$ cat src/rtl/i2cmb_pkg.sv
// Package for the I2C target double-buffered mailbox.
// Sizes, function and result codes, payload and controller/datapath structs.
// No dependencies.
package i2cmb_pkg;

  localparam int MAX_FRAME_BYTES = 64;
  localparam int BW = $clog2(MAX_FRAME_BYTES);
  localparam int AW = BW + 1;
  localparam int LW = $clog2(MAX_FRAME_BYTES + 1);
  localparam int STORE_DEPTH = 2 << BW;

  localparam logic [1:0] FUNC_EVENT   = 2'd0;
  localparam logic [1:0] FUNC_PUBLISH = 2'd1;
  localparam logic [1:0] FUNC_POLL    = 2'd2;

  localparam logic [1:0] KIND_BUS   = 2'd0;
  localparam logic [1:0] KIND_PUB   = 2'd1;
  localparam logic [1:0] KIND_POLL  = 2'd2;
  localparam logic [1:0] KIND_EMPTY = 2'd3;

  typedef struct packed {
    logic [1:0] func;
    logic       ev_rx_full;
    logic       ev_rd_req;
    logic       ev_stop;
    logic       ev_abort;
    logic       ev_rx_over;
    logic [7:0] data_byte;
    logic [5:0] pub_index;
    logic       pub_last;
  } in_item_t;

  typedef struct packed {
    logic [1:0]  kind;
    logic        tx_valid;
    logic [7:0]  tx_byte;
    logic        ok;
    logic [7:0]  out_byte;
    logic        last;
    logic [15:0] dropped_count;
  } out_item_t;

  typedef struct packed {
    logic capture;
    logic exec;
    logic load_single;
    logic poll_rd;
    logic load_poll;
  } cmd_t;

  typedef struct packed {
    logic [1:0] func;
    logic       poll_stream;
    logic       poll_last;
    logic       out_free;
  } sts_t;

endpackage

$ cat src/rtl/i2cmb_in_if.sv
// Input channel of the mailbox: valid/ready handshake with an in_item_t payload.
// Depends on i2cmb_pkg.
interface i2cmb_in_if;
  logic                valid;
  logic                ready;
  i2cmb_pkg::in_item_t data;

  modport source (output valid, output data, input ready);
  modport sink (input valid, input data, output ready);
endinterface

$ cat src/rtl/i2cmb_out_if.sv
// Result channel of the mailbox: valid/ready handshake with an out_item_t payload.
// Depends on i2cmb_pkg.
interface i2cmb_out_if;
  logic                 valid;
  logic                 ready;
  i2cmb_pkg::out_item_t data;

  modport source (output valid, output data, input ready);
  modport sink (input valid, input data, output ready);
endinterface

$ cat src/rtl/i2cmb_ram.sv
// Generic single-write, single-read RAM with registered read data.
// No dependencies.
module i2cmb_ram #(
  parameter int WIDTH = 8,
  parameter int DEPTH = 128
) (
  input  logic                     clk,
  input  logic                     we,
  input  logic [$clog2(DEPTH)-1:0] waddr,
  input  logic [WIDTH-1:0]         wdata,
  input  logic                     re,
  input  logic [$clog2(DEPTH)-1:0] raddr,
  output logic [WIDTH-1:0]         rdata
);

  logic [WIDTH-1:0] mem [DEPTH];

  always_ff @(posedge clk) begin
    if (we) begin
      mem[waddr] <= wdata;
    end
    if (re) begin
      rdata <= mem[raddr];
    end
  end

endmodule

$ cat src/rtl/i2cmb_ctrl.sv
// Controller state machine of the mailbox: sequences accept, execute, respond
// and the poll stream. Depends on i2cmb_pkg.
module i2cmb_ctrl (
  input  logic            clk,
  input  logic            rst,
  input  logic            in_valid,
  output logic            in_ready,
  input  i2cmb_pkg::sts_t sts,
  output i2cmb_pkg::cmd_t cmd
);

  typedef enum logic [4:0] {
    ST_IDLE  = 5'b00001,
    ST_EXEC  = 5'b00010,
    ST_RESP  = 5'b00100,
    ST_PRD   = 5'b01000,
    ST_PEMIT = 5'b10000
  } state_t;

  state_t state;
  state_t state_next;

  always_ff @(posedge clk) begin
    if (rst) begin
      state <= ST_IDLE;
    end else begin
      state <= state_next;
    end
  end

  assign in_ready = (state == ST_IDLE);

  always_comb begin
    state_next = state;
    cmd = '0;
    case (state)
      ST_IDLE: begin
        if (in_valid) begin
          cmd.capture = 1'b1;
          state_next = ST_EXEC;
        end
      end
      ST_EXEC: begin
        cmd.exec = 1'b1;
        if (sts.func == i2cmb_pkg::FUNC_EVENT || sts.func == i2cmb_pkg::FUNC_PUBLISH) begin
          state_next = ST_RESP;
        end else if (sts.func == i2cmb_pkg::FUNC_POLL) begin
          state_next = sts.poll_stream ? ST_PRD : ST_RESP;
        end else begin
          state_next = ST_IDLE;
        end
      end
      ST_RESP: begin
        if (sts.out_free) begin
          cmd.load_single = 1'b1;
          state_next = ST_IDLE;
        end
      end
      ST_PRD: begin
        cmd.poll_rd = 1'b1;
        state_next = ST_PEMIT;
      end
      ST_PEMIT: begin
        if (sts.out_free) begin
          cmd.load_poll = 1'b1;
          state_next = sts.poll_last ? ST_IDLE : ST_PRD;
        end
      end
      default: begin
        state_next = ST_IDLE;
      end
    endcase
  end

endmodule

$ cat src/rtl/i2cmb_dp.sv
// Datapath of the mailbox: receive and transmit stores, buffer lengths and
// selects, drop counter and result register. Depends on i2cmb_pkg, i2cmb_ram.
module i2cmb_dp (
  input  logic                  clk,
  input  logic                  rst,
  input  i2cmb_pkg::cmd_t       cmd,
  output i2cmb_pkg::sts_t       sts,
  input  i2cmb_pkg::in_item_t   in_data,
  output logic                  out_valid,
  output i2cmb_pkg::out_item_t  out_data,
  input  logic                  out_ready
);

  localparam int LW = i2cmb_pkg::LW;
  localparam int BW = i2cmb_pkg::BW;
  localparam int AW = i2cmb_pkg::AW;
  localparam logic [LW-1:0] MAXLEN = LW'(i2cmb_pkg::MAX_FRAME_BYTES);

  i2cmb_pkg::in_item_t item;

  logic [LW-1:0] rx_len [2];
  logic [LW-1:0] rx_len_next [2];
  logic          rx_write_sel, rx_write_sel_next;
  logic          rx_ready_sel, rx_ready_sel_next;
  logic          rx_ready_flag, rx_ready_flag_next;
  logic [LW-1:0] tx_len [2];
  logic [LW-1:0] tx_len_next [2];
  logic          tx_active_sel, tx_active_sel_next;
  logic [LW-1:0] tx_read_pos, tx_read_pos_next;
  logic [15:0]   drop_counter, drop_counter_next;
  logic [1:0]    drop_inc;

  logic          rsp_txv, rsp_txv_next;
  logic          rsp_hit, rsp_hit_next;
  logic          rsp_ok, rsp_ok_next;

  logic          poll_sel;
  logic [BW-1:0] poll_pos;
  logic [LW-1:0] poll_len;

  logic          rx_we;
  logic [AW-1:0] rx_waddr;
  logic [7:0]    rx_rdata;
  logic          tx_we;
  logic [AW-1:0] tx_waddr;
  logic          tx_re;
  logic [AW-1:0] tx_raddr;
  logic [7:0]    tx_rdata;
  logic          w_sel, a_sel, inact;
  logic [LW-1:0] lenw;

  i2cmb_ram #(.WIDTH(8), .DEPTH(i2cmb_pkg::STORE_DEPTH)) u_rx_store (
    .clk   (clk),
    .we    (rx_we),
    .waddr (rx_waddr),
    .wdata (item.data_byte),
    .re    (cmd.poll_rd),
    .raddr ({poll_sel, poll_pos}),
    .rdata (rx_rdata)
  );

  i2cmb_ram #(.WIDTH(8), .DEPTH(i2cmb_pkg::STORE_DEPTH)) u_tx_store (
    .clk   (clk),
    .we    (tx_we),
    .waddr (tx_waddr),
    .wdata (item.data_byte),
    .re    (tx_re),
    .raddr (tx_raddr),
    .rdata (tx_rdata)
  );

  assign w_sel = rx_write_sel;
  assign a_sel = tx_active_sel;
  assign inact = ~tx_active_sel;

  always_comb begin
    rx_len_next        = rx_len;
    rx_write_sel_next  = rx_write_sel;
    rx_ready_sel_next  = rx_ready_sel;
    rx_ready_flag_next = rx_ready_flag;
    tx_len_next        = tx_len;
    tx_active_sel_next = tx_active_sel;
    tx_read_pos_next   = tx_read_pos;
    drop_inc           = 2'd0;
    rsp_txv_next       = 1'b0;
    rsp_hit_next       = 1'b0;
    rsp_ok_next        = 1'b0;
    rx_we              = 1'b0;
    rx_waddr           = {w_sel, rx_len[w_sel][BW-1:0]};
    tx_we              = 1'b0;
    tx_waddr           = {inact, item.pub_index[BW-1:0]};
    tx_re              = 1'b0;
    tx_raddr           = {a_sel, tx_read_pos[BW-1:0]};
    lenw               = rx_len[w_sel];
    if (cmd.exec) begin
      case (item.func)
        i2cmb_pkg::FUNC_EVENT: begin
          if (item.ev_rx_full) begin
            if (rx_len[w_sel] < MAXLEN) begin
              rx_we = 1'b1;
              lenw = rx_len[w_sel] + LW'(1);
              rx_len_next[w_sel] = lenw;
            end else begin
              drop_inc = drop_inc + 2'd1;
            end
          end
          if (item.ev_rd_req) begin
            rsp_txv_next = 1'b1;
            if (tx_read_pos < tx_len[a_sel]) begin
              tx_re = 1'b1;
              rsp_hit_next = 1'b1;
              tx_read_pos_next = tx_read_pos + LW'(1);
            end
          end
          if (item.ev_stop) begin
            if (lenw != '0) begin
              if (rx_ready_flag) begin
                rx_len_next[w_sel] = '0;
                drop_inc = drop_inc + 2'd1;
              end else begin
                rx_ready_sel_next  = w_sel;
                rx_ready_flag_next = 1'b1;
                rx_write_sel_next  = ~w_sel;
                rx_len_next[~w_sel] = '0;
              end
            end
            tx_read_pos_next = '0;
          end
          if (item.ev_abort) begin
            tx_read_pos_next = '0;
          end
          if (item.ev_rx_over) begin
            drop_inc = drop_inc + 2'd1;
          end
        end
        i2cmb_pkg::FUNC_PUBLISH: begin
          if (int'(item.pub_index) < i2cmb_pkg::MAX_FRAME_BYTES) begin
            tx_we = 1'b1;
            if (!item.pub_last) begin
              rsp_ok_next = 1'b1;
            end else if (tx_read_pos == '0) begin
              tx_len_next[inact] = LW'(item.pub_index) + LW'(1);
              tx_active_sel_next = inact;
              rsp_ok_next = 1'b1;
            end
          end
        end
        i2cmb_pkg::FUNC_POLL: begin
          if (rx_ready_flag) begin
            rx_len_next[rx_ready_sel] = '0;
            rx_ready_flag_next = 1'b0;
          end
        end
        default: begin
        end
      endcase
    end
    drop_counter_next = drop_counter + 16'(drop_inc);
  end

  always_ff @(posedge clk) begin
    if (rst) begin
      rx_len        <= '{default: '0};
      rx_write_sel  <= 1'b0;
      rx_ready_sel  <= 1'b0;
      rx_ready_flag <= 1'b0;
      tx_len        <= '{default: '0};
      tx_active_sel <= 1'b0;
      tx_read_pos   <= '0;
      drop_counter  <= '0;
    end else begin
      rx_len        <= rx_len_next;
      rx_write_sel  <= rx_write_sel_next;
      rx_ready_sel  <= rx_ready_sel_next;
      rx_ready_flag <= rx_ready_flag_next;
      tx_len        <= tx_len_next;
      tx_active_sel <= tx_active_sel_next;
      tx_read_pos   <= tx_read_pos_next;
      drop_counter  <= drop_counter_next;
    end
  end

  always_ff @(posedge clk) begin
    if (cmd.capture) begin
      item <= in_data;
    end
    if (cmd.exec) begin
      rsp_txv  <= rsp_txv_next;
      rsp_hit  <= rsp_hit_next;
      rsp_ok   <= rsp_ok_next;
      poll_sel <= rx_ready_sel;
      poll_len <= rx_len[rx_ready_sel];
      poll_pos <= '0;
    end else if (cmd.load_poll) begin
      poll_pos <= poll_pos + BW'(1);
    end
  end

  assign sts.func        = item.func;
  assign sts.poll_stream = rx_ready_flag && (rx_len[rx_ready_sel] != '0);
  assign sts.poll_last   = (LW'(poll_pos) + LW'(1) == poll_len);
  assign sts.out_free    = !out_valid || out_ready;

  always_ff @(posedge clk) begin
    if (rst) begin
      out_valid <= 1'b0;
    end else if (cmd.load_single || cmd.load_poll) begin
      out_valid <= 1'b1;
    end else if (out_ready) begin
      out_valid <= 1'b0;
    end
  end

  always_ff @(posedge clk) begin
    if (cmd.load_single) begin
      out_data.out_byte      <= 8'd0;
      out_data.last          <= 1'b1;
      out_data.dropped_count <= drop_counter;
      case (item.func)
        i2cmb_pkg::FUNC_EVENT: begin
          out_data.kind     <= i2cmb_pkg::KIND_BUS;
          out_data.tx_valid <= rsp_txv;
          out_data.tx_byte  <= rsp_hit ? tx_rdata : 8'd0;
          out_data.ok       <= 1'b0;
        end
        i2cmb_pkg::FUNC_PUBLISH: begin
          out_data.kind     <= i2cmb_pkg::KIND_PUB;
          out_data.tx_valid <= 1'b0;
          out_data.tx_byte  <= 8'd0;
          out_data.ok       <= rsp_ok;
        end
        default: begin
          out_data.kind     <= i2cmb_pkg::KIND_EMPTY;
          out_data.tx_valid <= 1'b0;
          out_data.tx_byte  <= 8'd0;
          out_data.ok       <= 1'b0;
        end
      endcase
    end else if (cmd.load_poll) begin
      out_data.kind          <= i2cmb_pkg::KIND_POLL;
      out_data.tx_valid      <= 1'b0;
      out_data.tx_byte       <= 8'd0;
      out_data.ok            <= 1'b1;
      out_data.out_byte      <= rx_rdata;
      out_data.last          <= sts.poll_last;
      out_data.dropped_count <= drop_counter;
    end
  end

`ifndef SYNTHESIS
  a_rx_len_bound: assert property (@(posedge clk) disable iff (rst)
    rx_len[0] <= MAXLEN && rx_len[1] <= MAXLEN)
    else $error("receive length beyond frame size");
  a_tx_pos_bound: assert property (@(posedge clk) disable iff (rst)
    tx_read_pos <= tx_len[tx_active_sel] || tx_read_pos == '0)
    else $error("transmit read position past buffer length");
  a_ready_nonempty: assert property (@(posedge clk) disable iff (rst)
    rx_ready_flag |-> rx_len[rx_ready_sel] != '0)
    else $error("ready frame is empty");
  a_ready_apart: assert property (@(posedge clk) disable iff (rst)
    rx_ready_flag |-> rx_write_sel != rx_ready_sel)
    else $error("write buffer overlaps ready frame");
  a_no_overwrite: assert property (@(posedge clk) disable iff (rst)
    (cmd.load_single || cmd.load_poll) |-> (!out_valid || out_ready))
    else $error("result register overwritten before transaction");
`endif

endmodule

$ cat src/rtl/i2c_target_double_buffer_mailbox.sv
// Double-buffered mailbox for an I2C target: bus events, transmit publish and
// receive frame poll. A bus event or a publish passes the execute and respond
// states and then loads its one result into the output register; a poll of a
// ready frame passes the execute state and then, for each byte, a registered
// read of the receive store and an emit state, which paces the bytes. Each
// load waits while the output register holds a result not yet taken. The
// block takes a new transaction once the last result of the previous one is
// in the output register, and not before. Depends on i2cmb_pkg, i2cmb_in_if,
// i2cmb_out_if, i2cmb_ctrl, i2cmb_dp.
module i2c_target_double_buffer_mailbox (
  input  logic        clk,
  input  logic        rst,
  i2cmb_in_if.sink    item,
  i2cmb_out_if.source result
);

  i2cmb_pkg::cmd_t cmd;
  i2cmb_pkg::sts_t sts;

  i2cmb_ctrl u_ctrl (
    .clk      (clk),
    .rst      (rst),
    .in_valid (item.valid),
    .in_ready (item.ready),
    .sts      (sts),
    .cmd      (cmd)
  );

  i2cmb_dp u_dp (
    .clk       (clk),
    .rst       (rst),
    .cmd       (cmd),
    .sts       (sts),
    .in_data   (item.data),
    .out_valid (result.valid),
    .out_data  (result.data),
    .out_ready (result.ready)
  );

endmodule

$ cat src/flat_wrapper.sv
// flat-port wrapper written by rule: the top's interface ports become plain ports
module i2c_target_double_buffer_mailbox_flat 
  (clk, rst, item_valid, item_data, item_ready, result_valid, result_data, result_ready);
  i2cmb_in_if item_i ();
  i2cmb_out_if result_i ();
  input  logic clk;
  input  logic rst;
  input wire logic [$bits(item_i.valid)-1:0] item_valid;
  input wire logic [$bits(item_i.data)-1:0] item_data;
  output wire logic [$bits(item_i.ready)-1:0] item_ready;
  output wire logic [$bits(result_i.valid)-1:0] result_valid;
  output wire logic [$bits(result_i.data)-1:0] result_data;
  input wire logic [$bits(result_i.ready)-1:0] result_ready;
  assign item_i.valid = item_valid;
  assign item_i.data = item_data;
  assign item_ready = item_i.ready;
  assign result_valid = result_i.valid;
  assign result_data = result_i.data;
  assign result_i.ready = result_ready;
  i2c_target_double_buffer_mailbox u_core (.clk(clk), .rst(rst), .item(item_i), .result(result_i));
endmodule
$ cat config.mk
export PLATFORM = sky130hd
export DESIGN_NAME = i2c_target_double_buffer_mailbox_flat
export DESIGN_NICKNAME = d
export VERILOG_FILES = /design/src/rtl/i2cmb_pkg.sv /design/src/rtl/i2cmb_in_if.sv /design/src/rtl/i2cmb_out_if.sv /design/src/rtl/i2cmb_ram.sv /design/src/rtl/i2cmb_ctrl.sv /design/src/rtl/i2cmb_dp.sv /design/src/rtl/i2c_target_double_buffer_mailbox.sv /design/src/flat_wrapper.sv
export SDC_FILE = /design/constraint.sdc
export NUM_CORES = 2
export LEC_CHECK = 0
export BUFFER_PORTS_ARGS = -buffer_cell sky130_fd_sc_hd__buf_4
export CAP_MARGIN = 20
export CORE_AREA = 4 4 420 422
export DETAILED_ROUTE_END_ITERATION = 8
export DIE_AREA = 0 0 424 426
export PLACE_DENSITY_LB_ADDON = 0.2
export SYNTH_ARGS = -nofsm -noshare
export SYNTH_HDL_FRONTEND = slang
export SYNTH_SLANG_ARGS = --single-unit
$ cat constraint.sdc
create_clock -name clk -period 5.6 [get_ports clk]
set_clock_uncertainty 0.2 [all_clocks]
set_input_delay 0 -clock clk [delete_from_list [all_inputs] [get_ports clk]]
set_output_delay 0 -clock clk [all_outputs]
set_load 0.005 [all_outputs]
==> qor.csv <==
metric,value,unit
path_cells,buf_4 > mux2_2 > ha_1 > inv_1 > a211o_1 > ha_1 > mux2i_1 > nor3_1 > a31oi_1 > or2_1 > nand3_1 > a21oi_1 > ha_1 > a21o_1 > nand2_1 > nor2_1 > nand3_1 > xor2_1 > nor2_1,
timing.final.crit_share,82.5,%
synth_fa_ha_area_share,0.242,%
num_rows,153,
postRouteAntennaNets,0,
antenna_found_initial,1,
ios,65,
hold_buffers,51,
first_pass_iters,5,
final_hold_viol_count,0,
fmax,216,MHz
cts_tree,built,
dp_hpwl,113000,microns
coreArea,0.173,sq mm
h-tree-depth,4,
grt_max_degree,213,
required,6.08,ns
layoutNonFillerInstCount,6644,
startpoint,u_core.u_dp.rx_write_sel,
min_to,u_core.u_dp.rx_len[7],
hold_start,rst,
holdCritPathClass,in -> reg,
p_per_area,339,mW/mm^2
cts_setup_buffers,0,
hold_ws,0.173,ns
outcome,"complete, no violations",
whs_path_depth,3,
clkLatencyLatePin,0.82,ns
cp_data_arrival_time,5.11,ns
power.leakage,0.0288,uW
synth.cell_area,0.0860,sq mm
synthFlopType,edfxtp_1,
regToRegStartpoint,u_core.u_dp.rx_write_sel,
synth_top_family_by_area,multiplexers,
synthMuxAreaShare,17.7,%
regToRegSetupSlack,0.98,ns
gp_congestion,0.808,
async_flop_share,0,%
finalWorstSetupSlack,0.979,ns
vdd_ir_drop_max,0.319,mV
yosysWarnings,0,
grt_pass1_vias,40402,
cp_max_fo,23,
ys_ff_latch,2201,
start_util,49.7,%
synth.distinct_cells,66,
rsz0062_at_grt,no,
post-route-drc-count,0,
netlist_instances,3968,
tightest_slew,1.14,ns
ctsResizeCount,0,
clk_pin_slew,0.07,ns
start_kind,register,
finalMaxSlewViolations,0,
wl_per_cell,29.3,microns
grt_usage,21.8,%
finalCriticalPeriod,4.62,ns
timing.rr.end,u_core.u_dp.drop_counter[15],
clock_path_buffers,3,
tns,0,ns
cp_common_cell,ha_1,
synth_compound_area_share,1.34,%
die_area,0.181,sq mm
setup_viol,0,
cts_sinks,2201,
fp.dieH,426,microns
crit_type,reg -> reg,
drive_gt1_share,25.6,%
maxCapViolCount,0,
ys_seq_area_share,76.0,%
port-buffer-count,64,
grt_pass1_wl,287000,microns
syn_area_per_cell,21.7,sq um
placed_cells_incl_taps,6201,
fin_nets,4188,
routed_via_density,5.99,
routed-via-count,39802,
synth_edf_count,2125,
cts_root_buf,clkbuf_16,
drt_iter0_markers,4066,
cp-end-kind,register,
die_w,424,microns
synth_xor_xnor_area_share,0.387,%
crit_path_top_delay_cell,dfxtp_1,
synthSimpleGateAreaFrac,3.10,%
synth_nets,4010,
cts_made_buffers,216,
gr-total-overflow,0,
area_growth,12.2,%
cpPeakStageDelay,0.56,ns
pre_cts_slack,1.04,ns
r2r_cells,19,
relSlewSlack,23.9,%
finalWirelength,195000,microns
[placed cells by master (no fill, tap or decap), drive strengths merged, types with 14 or more instances in the layout]
cell type    instances
nand2               70
a22o                22
dlygate4sd3         51
nand3               35
a21oi               23
inv                 31
nor2               331
xnor2               20
clkinv              97
dfxtp               76
ha                  15
bufinv              14
clkbuf             266
o21ai               27
nor3                19
a211oi              15
edfxtp            2125
buf                131
or3                 20
xor2                18
mux2i               67
and2                37
mux4               641
nor2b               21
[power breakdown]
group	internal [uW]	switching [uW]	leakage [uW]	total, uW
Clock	7890	6020	0.00332	13900
Sequential	18200	41.5	0.0197	18200
Combinational	143	491	0.00574	634
[registers in the layout, indices dropped and copies added (netlist names), 2 cells and up]
register / count
u_core.u_dp.drop_counter: 16
u_core.u_dp.u_tx_store.mem: 1024
u_core.u_dp.rx_len: 14
u_core.u_dp.out_data: 37
u_core.u_dp.sts: 2
u_core.u_dp.tx_read_pos: 7
u_core.u_dp.poll_pos: 6
u_core.u_dp.u_rx_store.rdata: 8
u_core.u_dp.u_tx_store.rdata: 8
u_core.u_dp.item: 20
u_core.u_dp.tx_len: 14
u_core.u_dp.u_rx_store.mem: 1024
u_core.u_dp.poll_len: 7
u_core.u_ctrl.state: 5
[synthesized netlist by cell type (4+ instances only)]
library cell  number  share of area (%)
buf_2             68               0.40
a32o_1             4              0.047
inv_2              4              0.017
inv_1             18              0.079
mux2i_1           67               0.78
and2_1            36               0.26
edfxtp_1        2125                 74
nand2b_1          12              0.087
xor2_1            18               0.18
nand3b_1           6              0.052
buf_1             27               0.12
a31oi_1            9              0.065
nor3_1            19               0.11
a21o_1             5              0.044
a22o_1            22               0.22
a21oi_1           23               0.13
nand3_1           35               0.20
buf_6              6              0.079
and4_1             4              0.041
a211o_1            4              0.041
a22oi_1            7              0.061
nor4_1             4              0.029
mux2_2            11               0.14
o21a_1             8              0.070
a32oi_1            4              0.041
o21ai_0           22               0.13
o21ai_1            5              0.029
mux4_2           641                 17
nand2_1           70               0.31
ha_1              15               0.22
and3_1             7              0.051
nor2_1           331                1.4
a221oi_1          10               0.10
xnor2_1           20               0.20
dfxtp_1           76                1.8
a211oi_1          15               0.13
clkbuf_1         115               0.50
buf_4              6              0.052
nor2b_1           21               0.15
nand4_1           10              0.073
or3_1             20               0.15
[cells by family (layout without fill, tap and decap cells)]
| family | Yosys count | count (layout) |
|---|---|---|
| buffers and inverters | 244 | 594 |
| AOI/OAI and AO/OA | 159 | 159 |
| DFF | 2201 | 2201 |
| other | 0 | 1 |
| and+or+nand+nor | 591 | 591 |
| muxes | 719 | 719 |
| xor gates and xnor gates | 38 | 38 |
| adders and majority gates | 16 | 16 |
[metal layers]
metal	wire (microns)	part of all wire, %	vias to the layer above	global-route usage, %
li1	-	-	16949	-
met1	78900	41	21293	30.3
met2	99800	51	1284	36.6
met3	11400	5.8	276	3.50
met4	4610	2.4	0	5.47
met5	0	0	-	0
[critical path: cells and delay by family, from the launching register on]
family	cells	cell delay (ns)
muxes	2	0.39
AOI/OAI and AO/OA	4	1.01
DFF	1	0.56
xor gates and xnor gates	1	0.15
and+or+nand+nor	7	0.91
buffers and inverters	2	0.41
adders and majority gates	3	0.85
[worst max-delay path by stage]
stage	end	cells after the start
finish	u_core.u_dp.drop_counter[15]	19
global route	u_core.u_dp.drop_counter[15]	19
CTS	u_core.u_dp.drop_counter[15]	19
detailed placement	u_core.u_dp.drop_counter[15]	19
global placement	u_core.u_dp.drop_counter[15]	19
floorplan	u_core.u_dp.u_rx_store.mem[0][0]	0
[metrics by stage]
step / util, % / total power [uW] / area, sq um
2_1_floorplan: - / 18900 / 86000
3_3_place_gp: 51.6 / 19200 / 89200
3_5_place_dp: 51.6 / 19200 / 89200
4_1_cts: 55.8 / 33000 / 96500
5_1_grt: 55.8 / 33800 / 96500
6_report: 55.8 / 32800 / 96500
[layout make-up]
class | instances | area (sq um)
clock buffers | 266 | 5740
diodes | 1 | 2.50
flip-flops and latches | 2201 | 65400
clock inverters | 124 | 997
well taps | 2325 | 2910
repair buffers | 182 | 1800
inverters | 22 | 82.6
multi-input cells | 1523 | 19600
fillers | 12874 | 76500
(Power assumes the default switching activity.)
